$ cat src/rtl/core/mpd_pkg.sv
// ----------------------------------------------------------------------------
// mpd_pkg
// Shared constants, controller states, command/status bundles and helper
// functions for the minimum partition difference block.
// ----------------------------------------------------------------------------
package mpd_pkg;

  localparam int MAX_SUM_DEF  = 4096;
  localparam int MAX_COIN_DEF = 511;
  localparam int WORD_W       = 64;
  localparam int COIN_W       = 9;
  localparam int DIFF_W       = 12;

  typedef enum logic [2:0] {
    ST_CLEAR,
    ST_IDLE,
    ST_EVAL,
    ST_PRIME,
    ST_UPDATE,
    ST_DRAIN,
    ST_POST,
    ST_SCAN
  } mpd_state_t;

  // Controller to datapath
  typedef struct packed {
    logic take;          // latch the input coin
    logic commit;        // update running total and overflow flag
    logic clr_wr;        // write one cleared bitmap word
    logic set_clear;     // zero total and overflow flag
    logic cnt_load_top;  // word counter to top word
    logic cnt_load_half; // word counter to the word holding total/2
    logic cnt_dec;       // step word counter down
    logic upd_prime;     // fetch first source word
    logic upd_rd;        // fetch destination and source words
    logic scan_rd;       // fetch a word for the scan
    logic scan_take;     // capture the best sum on a hit
    logic out_load;      // load the result register
  } mpd_cmd_t;

  // Datapath to controller
  typedef struct packed {
    logic upd_req;   // coin changes the bitmap
    logic last;      // latched coin closes its set
    logic ovf;       // set has overflowed
    logic cnt_zero;  // word counter at zero
    logic hit;       // scan found a reachable sum
    logic out_free;  // result register can take a new value
  } mpd_sts_t;

  // Index of the highest set bit
  function automatic logic [5:0] mpd_msb(input logic [WORD_W-1:0] v);
    logic [5:0] idx;
    idx = '0;
    for (int i = 0; i < WORD_W; i++) begin
      if (v[i]) begin
        idx = 6'(i);
      end
    end
    return idx;
  endfunction

endpackage

$ cat src/rtl/core/mpd_ctrl.sv
// ----------------------------------------------------------------------------
// mpd_ctrl
// Sequencer: clearing sweep, per-coin update pass, scan and result hand-off.
// ----------------------------------------------------------------------------
module mpd_ctrl import mpd_pkg::*; (
  input  logic     clk,
  input  logic     rst_n,
  input  logic     in_valid,
  output logic     in_stall,
  input  mpd_sts_t sts,
  output mpd_cmd_t cmd
);

  mpd_state_t state_r;
  mpd_state_t state_nxt;

  always_ff @(posedge clk) begin
    if (!rst_n) begin
      state_r <= ST_CLEAR;
    end else begin
      state_r <= state_nxt;
    end
  end

  always_comb begin
    state_nxt = state_r;
    case (state_r)
      ST_CLEAR:  if (sts.cnt_zero) state_nxt = ST_IDLE;
      ST_IDLE:   if (in_valid) state_nxt = ST_EVAL;
      ST_EVAL:   state_nxt = sts.upd_req ? ST_PRIME : ST_POST;
      ST_PRIME:  state_nxt = ST_UPDATE;
      ST_UPDATE: if (sts.cnt_zero) state_nxt = ST_DRAIN;
      ST_DRAIN:  state_nxt = ST_POST;
      ST_POST: begin
        if (!sts.last) begin
          state_nxt = ST_IDLE;
        end else if (sts.ovf) begin
          if (sts.out_free) state_nxt = ST_CLEAR;
        end else if (sts.out_free) begin
          state_nxt = ST_SCAN;
        end
      end
      ST_SCAN:   if (sts.hit) state_nxt = ST_CLEAR;
      default:   state_nxt = ST_CLEAR;
    endcase
  end

  always_comb begin
    cmd      = '0;
    in_stall = 1'b1;
    case (state_r)
      ST_CLEAR: begin
        cmd.clr_wr  = 1'b1;
        cmd.cnt_dec = 1'b1;
        if (sts.cnt_zero) cmd.set_clear = 1'b1;
      end
      ST_IDLE: begin
        in_stall = 1'b0;
        cmd.take = in_valid;
      end
      ST_EVAL: begin
        cmd.commit       = 1'b1;
        cmd.cnt_load_top = 1'b1;
      end
      ST_PRIME: cmd.upd_prime = 1'b1;
      ST_UPDATE: begin
        cmd.upd_rd  = 1'b1;
        cmd.cnt_dec = 1'b1;
      end
      ST_DRAIN: ;
      ST_POST: begin
        // Start the scan only once the result register is free, so it stays
        // free for the whole scan
        if (sts.last && sts.ovf && sts.out_free) begin
          cmd.out_load     = 1'b1;
          cmd.cnt_load_top = 1'b1;
        end else if (sts.last && !sts.ovf && sts.out_free) begin
          cmd.cnt_load_half = 1'b1;
        end
      end
      ST_SCAN: begin
        if (sts.hit) begin
          cmd.scan_take    = 1'b1;
          cmd.out_load     = 1'b1;
          cmd.cnt_load_top = 1'b1;
        end else begin
          cmd.scan_rd = 1'b1;
          cmd.cnt_dec = 1'b1;
        end
      end
      default: ;
    endcase
  end

  a_take_in_idle: assert property (@(posedge clk) disable iff (!rst_n)
    cmd.take |=> state_r == ST_EVAL)
    else $error("coin taken outside idle");

  a_update_ends_drain: assert property (@(posedge clk) disable iff (!rst_n)
    state_r == ST_UPDATE && sts.cnt_zero |=> state_r == ST_DRAIN)
    else $error("update pass did not drain");

  a_result_then_clear: assert property (@(posedge clk) disable iff (!rst_n)
    cmd.out_load |=> state_r == ST_CLEAR)
    else $error("no clearing sweep after a result");

endmodule
$ cat config.mk
export PLATFORM = sky130hd
export DESIGN_NAME = mpd_ctrl
export DESIGN_NICKNAME = d
export VERILOG_FILES = /design/src/rtl/core/mpd_pkg.sv /design/src/rtl/core/mpd_ctrl.sv
export SDC_FILE = /design/constraint.sdc
export NUM_CORES = 1
export LEC_CHECK = 0
export BUFFER_PORTS_ARGS = -buffer_cell sky130_fd_sc_hd__buf_4
export CAP_MARGIN = 30
export CORE_AREA = 3 3 40 42
export DETAILED_ROUTE_END_ITERATION = 16
export DIE_AREA = 0 0 43 45
export PLACE_DENSITY_LB_ADDON = 0.25
export SYNTH_ARGS = -nofsm -noshare
export SYNTH_HDL_FRONTEND = slang
export SYNTH_SLANG_ARGS = --single-unit
export TNS_END_PERCENT = 100
$ cat constraint.sdc
create_clock -name clk -period 2 [get_ports clk]
set_input_delay 0.6 -clock clk [delete_from_list [all_inputs] [get_ports clk]]
set_output_delay 0.6 -clock clk [all_outputs]
set_load 0.05 [all_outputs]
==> results.py, run 1 <==
metrics = {
    "routing": {
        "ant_nets": 0,
        "wirelength_um": 948,
        "firstDrtPassIters": 2,
        "via_per_inst": 4.78,
        "via_count": 430,
        "dr.first_iter.drc_count": 7,
        "post_drt_wl_per_cell_um": 10.5,
        "drc_errors": 0,
    },
    "worst_setup_path": {
        "cp-start-kind": "input pin",
        "critical_path_class": "in -> out",
        "rr_startpoint": "state_r[2]",
        "critPathRequiredTime_ns": 1.40,
        "r2r_slack_ns": 0.72,
        "cp_data_arrival_time_ns": 1.36,
        "timing.rr.end": "state_r[0]",
        "cp_max_fo": 4,
        "end_kind": "primary output",
        "reg2reg_depth": 4,
    },
    "sta": {
        "period_minus_slack_ns": 1.96,
        "max_freq_mhz": 509,
        "hold_violations": 0,
        "finalCritPeriodShare_pct": 98.2,
        "drv_slew": 0,
        "rsz0062_at_grt": "false",
        "fin_skew_ns": 0.00113,
        "setup_viol": 0,
        "slew_headroom_pct": 81.1,
        "tns_ns": 0,
        "tightestPinTransition_ns": 0.283,
    },
    "grt": {
        "grt_pass1_wl_mm": 1.64,
        "grt_pass1_vias": 400,
        "grt_usage_pct": 11.5,
        "overflow": 0,
        "antenna_found_initial": 0,
        "grt_max_degree": 12,
    },
    "cells_and_area": {
        "final-seq-area_um2": 63.8,
        "fin_cells": 90,
        "top_register": "state_r",
        "drive_gt1_share_pct": 53.3,
        "nets": 85,
        "nFillCells": 142,
        "largest_reg_flops": 3,
        "n_antenna_cell": 0,
        "area_growth_pct": 73.9,
        "multi_input_area_um2": 279,
        "largest_registers": "state_r (3)",
    },
    "pwr": {
        "p_leak_nw": 0.269,
        "switchingPower_mw": 0.158,
        "ir_worst_vdd_v": 0.000467,
        "seqPwrFrac_pct": 21.5,
        "internal_power_mw": 0.212,
        "pwr-share-comb_pct": 49.9,
        "p_total_mw": 0.371,
        "switching_share_pct": 42.7,
        "cellPowerDensity_nw_per_um2": 636,
        "clkPwrFrac_pct": 28.6,
    },
    "placement": {
        "numPortBuffers": 21,
        "hpwlAfterDp_um": 775,
        "gp_congestion": 0.709,
        "placed_cells_incl_taps": 86,
    },
    "clocking": {
        "max-clock-path-buffers": 2,
        "clock-root-buffer": "clkbuf_4",
        "cts_inserted_buffers": 3,
        "holdBufCountCts": 0,
        "cts_tree": "yes",
        "cts.sinks": 3,
        "clk-insertion-delay-late_ns": 0.23,
        "htree_levels": 1,
        "path_clk_slew_ns": 0.04,
    },
    "die": {
        "core.rowCount": 13,
        "die-width_um": 43,
        "core_um2": 1280,
        "ios": 22,
        "die_h_um": 45,
        "fp.dieArea_um2": 1940,
        "floorplan.initialDensity_pct": 26.1,
    },
    "worst_hold_path": {
        "hold_path.class": "in -> reg",
        "hold_depth": 2,
        "hold_end": "state_r[1]",
        "min-delay-start": "rst_n",
    },
    "yosys": {
        "synthCells": 49,
        "ys_warn_count": 0,
        "syn_area_um2": 335,
        "ys_ff_latch": 3,
        "synth_area_leaders": "dfxtp_1 (18%), nor2_1 (9.0%), nand2b_1 (7.5%)",
        "netlist.area_leader.share_pct": 17.9,
        "seq_area_frac_synth_pct": 17.9,
        "yosys.cell_types.count": 25,
        "postSynthAreaPerCell_um2": 6.84,
        "syn_nets": 58,
        "yosysTopAreaCell": "dfxtp_1",
    },
    "outcome": {
        "status": "finished clean",
    },
    "job": {
        "cap_violations": 0,
    },
}
[worst max-delay path, stage by stage]
cell and delay, ns:
buf_4 0.09, and4b_2 0.22, or2_2 0.27, buf_4 0.19
[metal layers]
metal	GRT usage (%)	part of all wire (%)	wire, um	vias up
met5	0	0	0	-
met2	18.0	45	426	17
li1	-	-	-	225
met4	3.61	0	0	0
met3	6.37	11	100	0
met1	13.5	44	421	188
[placed cells by master, fill, tap and decap left out]
cell	instances
buf_4	25
nor2_1	6
nand2b_1	4
and2_1	3
clkbuf_4	3
dfxtp_2	3
or2_2	2
nand2_1	2
nand3_1	2
o21a_1	2
a21oi_2	2
inv_1	2
o21ai_0	2
a21oi_1	2
nor2b_1	1
and4b_2	1
nor3_4	1
nor2_2	1
and3_1	1
nor2_4	1
nor3b_2	1
and4_1	1
or3b_1	1
a221oi_1	1
o32ai_1	1
or2b_1	1
o31a_1	1
a311oi_1	1
clkbuf_1	1
[power groups by stage]
stage	combinational (mW)	clock (mW)	sequential (mW)
2_1_floorplan	0.135	0	0.0699
4_1_cts	0.186	0.113	0.0784
6_report	0.185	0.106	0.0795
5_1_grt	0.198	0.118	0.0816
3_5_place_dp	0.185	0	0.0794
3_3_place_gp	0.184	0	0.0793
[cells in the mapped netlist]
cell type	number
or3b_1	1
nor2_1	8
or2b_1	1
a221oi_1	1
o32ai_1	1
o21ai_0	2
dfxtp_1	3
and3_1	1
a21oi_1	3
and4_1	1
nand3_1	2
inv_1	2
a21oi_2	1
nor2b_1	1
and2_1	3
and4b_1	1
a311oi_1	1
or2_2	2
nand2b_1	4
nor3_1	1
nand2_1	2
nor3b_2	1
o31a_1	1
buf_2	3
o21a_1	2
[cells by family after synthesis]
kind of cell	Yosys count	share of synthesized area, %
AOI/OAI and AO/OA	12	25.0
and+or+nand+nor	29	50.4
DFF	3	17.9
buffers and inverters	5	6.72
[metrics by stage]
step / setup slack (ns) / utilization (%) / instance area, um2 / hold WS [ns]
2_1_floorplan: -0.0873 / - / 358 / 0.527
3_3_place_gp: 0.0341 / 42.7 / 549 / 0.695
3_5_place_dp: 0.0334 / 42.7 / 549 / 0.675
4_1_cts: 0.0218 / 44.8 / 576 / 0.584
5_1_grt: 0.00875 / 45.4 / 583 / 0.607
6_report: 0.0367 / 45.4 / 583 / 0.591
[worst max-delay path by stage]
stage | start | endpoint
floorplan | state_r[2] | cmd[8]
global placement | sts[1] | cmd[5]
detailed placement | sts[1] | cmd[5]
CTS | state_r[0] | cmd[11]
global route | sts[1] | cmd[5]
finish | sts[1] | cmd[5]
[cell type report]
cell class,count,area share [%]
sequential,3,10.9
timing repair buffer,25,32.2
tap,15,3.22
clock buffer,4,4.51
inverter,2,1.29
multi-input combinational,41,47.9
[timing repair]
action	4_1_cts	5_1_grt
setup buffers	0	0
gates resized for setup	0	4
endpoints found under the setup margin	0	4
Note: power is estimated with default switching activity, not from simulation.
==> run 2, diff against run 1 <==
--- a/config.mk
+++ b/config.mk
@@ -8,6 +8,7 @@
 export BUFFER_PORTS_ARGS = -buffer_cell sky130_fd_sc_hd__buf_4
 export CAP_MARGIN = 30
 export CORE_AREA = 3 3 40 42
+export CTS_BUF_LIST = sky130_fd_sc_hd__clkbuf_8
 export DETAILED_ROUTE_END_ITERATION = 16
 export DIE_AREA = 0 0 43 45
 export PLACE_DENSITY_LB_ADDON = 0.25
==> constraint.sdc (replaced) <==
create_clock -name clk -period 1.95 [get_ports clk]
set_input_delay 0.585 -clock clk [delete_from_list [all_inputs] [get_ports clk]]
set_output_delay 0.585 -clock clk [all_outputs]
set_load 0.05 [all_outputs]
==> run 2 against run 1 <==
First-iteration DRC count shrank 57%. Clock skew about the same. Core utilization rose by 2.1 points. Register-to-register slack got worse by 0.09 ns. Clock-buffer cell count down 1. Combinational power rose by 5%. Sequential power is 3.4% higher. Critical path depth did not move. Final cell count is the same. Largest cell class unchanged.
==> results.py, run 2 (synthesized netlist as in run 1, its figures left out) <==
metrics = {
    "outcome": {
        "status": "finished clean",
    },
    "worst_hold_path": {
        "hold_depth": 2,
        "hold_path.class": "in -> reg",
        "min-delay-start": "rst_n",
        "hold_end": "state_r[1]",
    },
    "routing": {
        "drc_errors": 0,
        "dr.first_iter.drc_count": 3,
        "post_drt_wl_per_cell_um": 10.6,
        "via_per_inst": 4.84,
        "firstDrtPassIters": 4,
        "wirelength_um": 956,
        "ant_nets": 0,
        "via_count": 436,
    },
    "placement": {
        "dpl_cell_area_um2": 553,
        "gp_congestion": 0.686,
        "hpwlAfterDp_um": 753,
        "placed_cells_incl_taps": 86,
        "numPortBuffers": 21,
    },
    "sta": {
        "finalCritPeriodShare_pct": 97.4,
        "tns_ns": 0,
        "rsz0062_at_grt": "false",
        "setup_viol": 0,
        "period_minus_slack_ns": 1.90,
        "max_freq_mhz": 527,
        "drv_slew": 0,
        "fin_skew_ns": 0.000873,
        "hold_violations": 0,
        "tightestPinTransition_ns": 0.281,
        "slew_headroom_pct": 81.3,
    },
    "worst_setup_path": {
        "critPathBufInv": 2,
        "cp_top_family": "simple AND/OR/NAND/NOR gates",
        "timing.rr.end": "state_r[0]",
        "cp_max_fo": 4,
        "r2r_slack_ns": 0.63,
        "end_kind": "primary output",
        "cp_data_arrival_time_ns": 1.31,
        "critical_path_class": "in -> out",
        "critPathRequiredTime_ns": 1.36,
        "crit_slowest_cell": "and4b_2",
        "reg2reg_depth": 4,
        "rr_startpoint": "state_r[0]",
        "timing.critical_path.cells": "buf_4, and4b_2, or2_4, buf_4",
        "cpMostUsedCell": "buf_4",
        "crit_path_max_incr_delay_ns": 0.23,
        "cp-start-kind": "input pin",
        "crit_start": "sts[1]",
    },
    "clocking": {
        "cts_tree": "yes",
        "post-cts-setup-buffers": 0,
        "path_clk_slew_ns": 0.03,
        "htree_levels": 1,
        "cts.sinks": 3,
        "max-clock-path-buffers": 2,
        "clk-insertion-delay-late_ns": 0.21,
        "holdBufCountCts": 0,
        "clock-root-buffer": "clkbuf_8",
        "cts_inserted_buffers": 3,
    },
    "die": {
        "die_h_um": 45,
        "floorplan.initialDensity_pct": 26.1,
        "ios": 22,
        "core_um2": 1280,
        "fp.dieArea_um2": 1940,
        "die-width_um": 43,
        "core.rowCount": 13,
    },
    "grt": {
        "grt_pass1_vias": 399,
        "grt_usage_pct": 10.8,
        "antenna_found_initial": 0,
        "grt_pass1_wl_mm": 1.55,
        "overflow": 0,
        "grt_max_degree": 11,
    },
    "cells_and_area": {
        "final_common_cell": "buf_4",
        "stdcell_area_um2": 611,
        "area_growth_pct": 82.1,
        "drive_gt1_share_pct": 52.0,
        "nets": 85,
        "largest_reg_flops": 3,
        "n_antenna_cell": 0,
        "largest_registers": "state_r (3)",
        "top_register": "state_r",
        "fin_cells": 90,
        "layout_common_cells": "buf_4 (23), nor2_1 (6), nand2b_1 (4)",
    },
    "pwr": {
        "cellPowerDensity_nw_per_um2": 740,
        "ir_worst_vdd_v": 0.000435,
        "p_leak_nw": 0.283,
        "p_total_mw": 0.452,
        "clkPwrFrac_pct": 38.7,
        "pwr-share-comb_pct": 43.1,
        "switching_share_pct": 38.0,
        "switchingPower_mw": 0.172,
        "seqPwrFrac_pct": 18.2,
        "internal_power_mw": 0.280,
    },
    "job": {
        "cap_violations": 0,
    },
}
run 2: cell count changes in the layout (fill, tap and decap cells not counted), sizes merged:
cell | previous run | this run
clkbuf | 4 | 3
inv | 2 | 3
run 2: layout make-up:
| cell class | count | area [um2] |
|---|---|---|
| clock inverter | 1 | 3.75 |
| multi-input combinational | 41 | 279 |
| fill | 138 | 674 |
| clock buffer | 3 | 41.3 |
| tap | 15 | 18.8 |
| sequential | 3 | 65.1 |
| inverter | 2 | 7.51 |
| timing repair buffer | 25 | 195 |
run 2: through the flow:
step / hold WS, ns / worst slack [ns] / util (%)
floorplan: 0.527 / -0.0127 / -
global placement: 0.690 / 0.0548 / 43.0
detailed placement: 0.688 / 0.0469 / 43.0
CTS: 0.588 / 0.0146 / 46.6
global route: 0.596 / 0.00286 / 47.5
finish: 0.592 / 0.0508 / 47.5
run 2: power by group through the flow:
| stage | logic, mW | registers [mW] | clock network (mW) |
|---|---|---|---|
| floorplan | 0.142 | 0.0717 | 0 |
| global placement | 0.193 | 0.0818 | 0 |
| detailed placement | 0.194 | 0.0821 | 0 |
| CTS | 0.195 | 0.0818 | 0.180 |
| global route | 0.208 | 0.0848 | 0.191 |
| finish | 0.195 | 0.0822 | 0.175 |
run 2: worst reg2reg max path, cell delays in order, from the launching register on:
cell,delay (ns)
dfxtp_4,0.37
buf_6,0.13
or3b_1,0.41
a21oi_2,0.18
o32ai_1,0.10
run 2: worst max-delay path by stage:
stage                  end  cells past startpoint  slack (ns)
floorplan           cmd[8]                      3       -0.01
global placement    cmd[5]                      4        0.05
detailed placement  cmd[5]                      4        0.05
CTS                 cmd[6]                      4        0.01
global route        cmd[5]                      3       0.003
finish              cmd[5]                      4        0.05
run 2: timing repair:
item,4_1_cts,5_1_grt
resized for setup,1,4
pin swaps,0,2
cloned,0,0
endpoints found under the setup margin,2,4
endpoints found under the hold margin,0,0
run 2: metal layers:
metal	track usage [%]	wire, um	vias to the layer above
met2	17.7	418	16
met4	7.23	17	0
li1	-	-	225
met5	0	0	-
met1	12.2	427	193
met3	3.19	92	2
==> run 3, diff against run 2 <==
--- a/config.mk
+++ b/config.mk
@@ -11,6 +11,7 @@
 export CTS_BUF_LIST = sky130_fd_sc_hd__clkbuf_8
 export DETAILED_ROUTE_END_ITERATION = 16
 export DIE_AREA = 0 0 43 45
+export HOLD_SLACK_MARGIN = 0.03
 export PLACE_DENSITY_LB_ADDON = 0.25
 export SYNTH_ARGS = -nofsm -noshare
 export SYNTH_HDL_FRONTEND = slang
==> constraint.sdc (replaced) <==
create_clock -name clk -period 1.9 [get_ports clk]
set_input_delay 0.57 -clock clk [delete_from_list [all_inputs] [get_ports clk]]
set_output_delay 0.57 -clock clk [all_outputs]
set_load 0.05 [all_outputs]
==> run 3 against run 2 <==
Combinational power is 3% higher. Global-route usage is 0.42 points higher. Die area stayed put. Core utilization is 0.19 points lower. Clock skew is 0.0011 ns higher. Cell area is 0.41% lower.
==> results.py, run 3 (synthesized netlist as in run 1, its figures left out) <==
metrics = {
    "worst_setup_path": {
        "cp_max_fo": 4,
        "timing.rr.end": "state_r[0]",
        "cp_data_arrival_time_ns": 1.30,
        "cp-start-kind": "input pin",
        "end_kind": "primary output",
        "crit_cells": 4,
        "critPathBufInv": 2,
        "crit_slowest_cell": "and4b_2",
        "reg2reg_depth": 3,
        "timing.critical_path.cells": "buf_4, and4b_2, or2_4, buf_4",
        "rr_startpoint": "state_r[0]",
        "r2r_slack_ns": 0.70,
        "crit_start": "sts[1]",
        "crit_path_max_incr_delay_ns": 0.23,
        "critical_path_class": "in -> out",
        "cpMostUsedCell": "buf_4",
        "cp_top_family": "simple AND/OR/NAND/NOR gates",
        "endpoint": "cmd[5]",
        "critPathRequiredTime_ns": 1.33,
    },
    "sta": {
        "drv_slew": 0,
        "tns_ns": 0,
        "fin_skew_ns": 0.00193,
        "finalCritPeriodShare_pct": 98.4,
        "rsz0062_at_grt": "false",
        "period_minus_slack_ns": 1.87,
        "tightestPinTransition_ns": 0.289,
        "hold_violations": 0,
        "slew_headroom_pct": 80.7,
        "hold_slack_ns": 0.577,
        "setup_viol": 0,
        "max_freq_mhz": 535,
    },
    "clocking": {
        "cts_tree": "yes",
        "clock-root-buffer": "clkbuf_8",
        "clk-insertion-delay-late_ns": 0.22,
        "path_clk_slew_ns": 0.03,
        "holdBufCountCts": 0,
        "cts_inserted_buffers": 3,
        "htree_levels": 1,
        "post-cts-setup-buffers": 0,
        "max-clock-path-buffers": 2,
        "cts.sinks": 3,
    },
    "cells_and_area": {
        "n_antenna_cell": 0,
        "nets": 84,
        "drive_gt1_share_pct": 55.4,
        "largest_registers": "state_r (3)",
        "largest_reg_flops": 3,
        "nFillCells": 126,
        "postLayoutCoreUtil_pct": 47.3,
        "final-seq-area_um2": 63.8,
        "final_common_cell": "buf_4",
        "area_growth_pct": 81.3,
        "layout_common_cells": "buf_4 (22), nor2_1 (6), nand2b_1 (4)",
        "stdcell_area_um2": 608,
        "top_register": "state_r",
        "multi_input_area_um2": 285,
    },
    "job": {
        "cap_violations": 0,
    },
    "routing": {
        "dr_wl_met2_um": 408,
        "dr.first_iter.drc_count": 13,
        "topRoutingLayerUsed": "met3",
        "ant_nets": 0,
        "wirelength_um": 933,
        "drc_errors": 0,
        "firstDrtPassIters": 4,
        "wl_met1_um": 453,
        "post_drt_wl_per_cell_um": 10.5,
        "via_per_inst": 4.81,
        "via_count": 428,
        "wl_met3_um": 70,
    },
    "die": {
        "floorplan.initialDensity_pct": 26.1,
        "fp.dieArea_um2": 1940,
        "die_h_um": 45,
        "die-width_um": 43,
        "ios": 22,
        "core_um2": 1280,
        "core.rowCount": 13,
    },
    "worst_hold_path": {
        "hold_depth": 2,
        "hold_path.class": "in -> reg",
    },
    "grt": {
        "grt_pass1_wl_mm": 1.62,
        "grt_pass1_vias": 407,
        "antenna_found_initial": 0,
        "grt_max_degree": 12,
        "grt_usage_pct": 11.2,
        "overflow": 0,
    },
    "placement": {
        "dpl_cell_area_um2": 546,
        "numPortBuffers": 21,
        "gp_congestion": 0.696,
    },
    "pwr": {
        "ir_worst_vdd_v": 0.000409,
        "cellPowerDensity_nw_per_um2": 767,
        "p_leak_nw": 0.279,
    },
    "outcome": {
        "status": "finished clean",
    },
}
==> run 3: how the worst min path moves through the flow <==
stage	start	endpoint	slack, ns
6_report	rst_n	state_r[1]	0.58
5_1_grt	rst_n	state_r[1]	0.58
4_1_cts	rst_n	state_r[1]	0.57
3_5_place_dp	state_r[1]	state_r[2]	0.65
3_3_place_gp	state_r[1]	state_r[2]	0.66
2_1_floorplan	state_r[0]	state_r[2]	0.53
==> run 3: repair_timing <==
| item | in CTS | in global routing |
|---|---|---|
| resized for setup | 1 | 6 |
| setup endpoints to repair | 3 | 7 |
| endpoints found under the hold margin | 0 | 0 |
==> run 3: layout make-up <==
type                       count  area share (%)
sequential                     3            10.5
multi-input combinational     41            46.9
clock buffer                   3            6.79
clock inverter                 1           0.617
inverter                       2            1.23
timing repair buffer          24            30.9
tap                           15            3.09
==> run 3: power by group <==
group	internal, mW	total, mW	leakage [nW]	switching, mW
Clock	0.138	0.183	0.0269	0.0448
Combinational	0.0786	0.200	0.226	0.121
Sequential	0.0705	0.0840	0.0258	0.0135
==> run 3: routing by layer <==
layer / vias up / global-route usage [%]
met5: - / 0
met4: 0 / 7.23
met3: 0 / 2.79
met2: 14 / 16.8
met1: 191 / 14.4
li1: 223 / -
==> run 3: worst reg2reg max path, cell delays in order, from the launching register on <==
cell and delay (ns):
dfxtp_2 0.35, or3b_1 0.41, a21oi_2 0.18, o32ai_1 0.11
==> run 3: stage by stage <==
step / std cells / setup WS [ns] / total power [mW]
4_1_cts: 89 / 0.00515 / 0.467
5_1_grt: 89 / 0.000621 / 0.499
3_5_place_dp: 85 / 0.0280 / 0.280
2_1_floorplan: 49 / -0.0477 / 0.219
3_3_place_gp: 85 / 0.0342 / 0.280
6_report: 89 / 0.0304 / 0.466
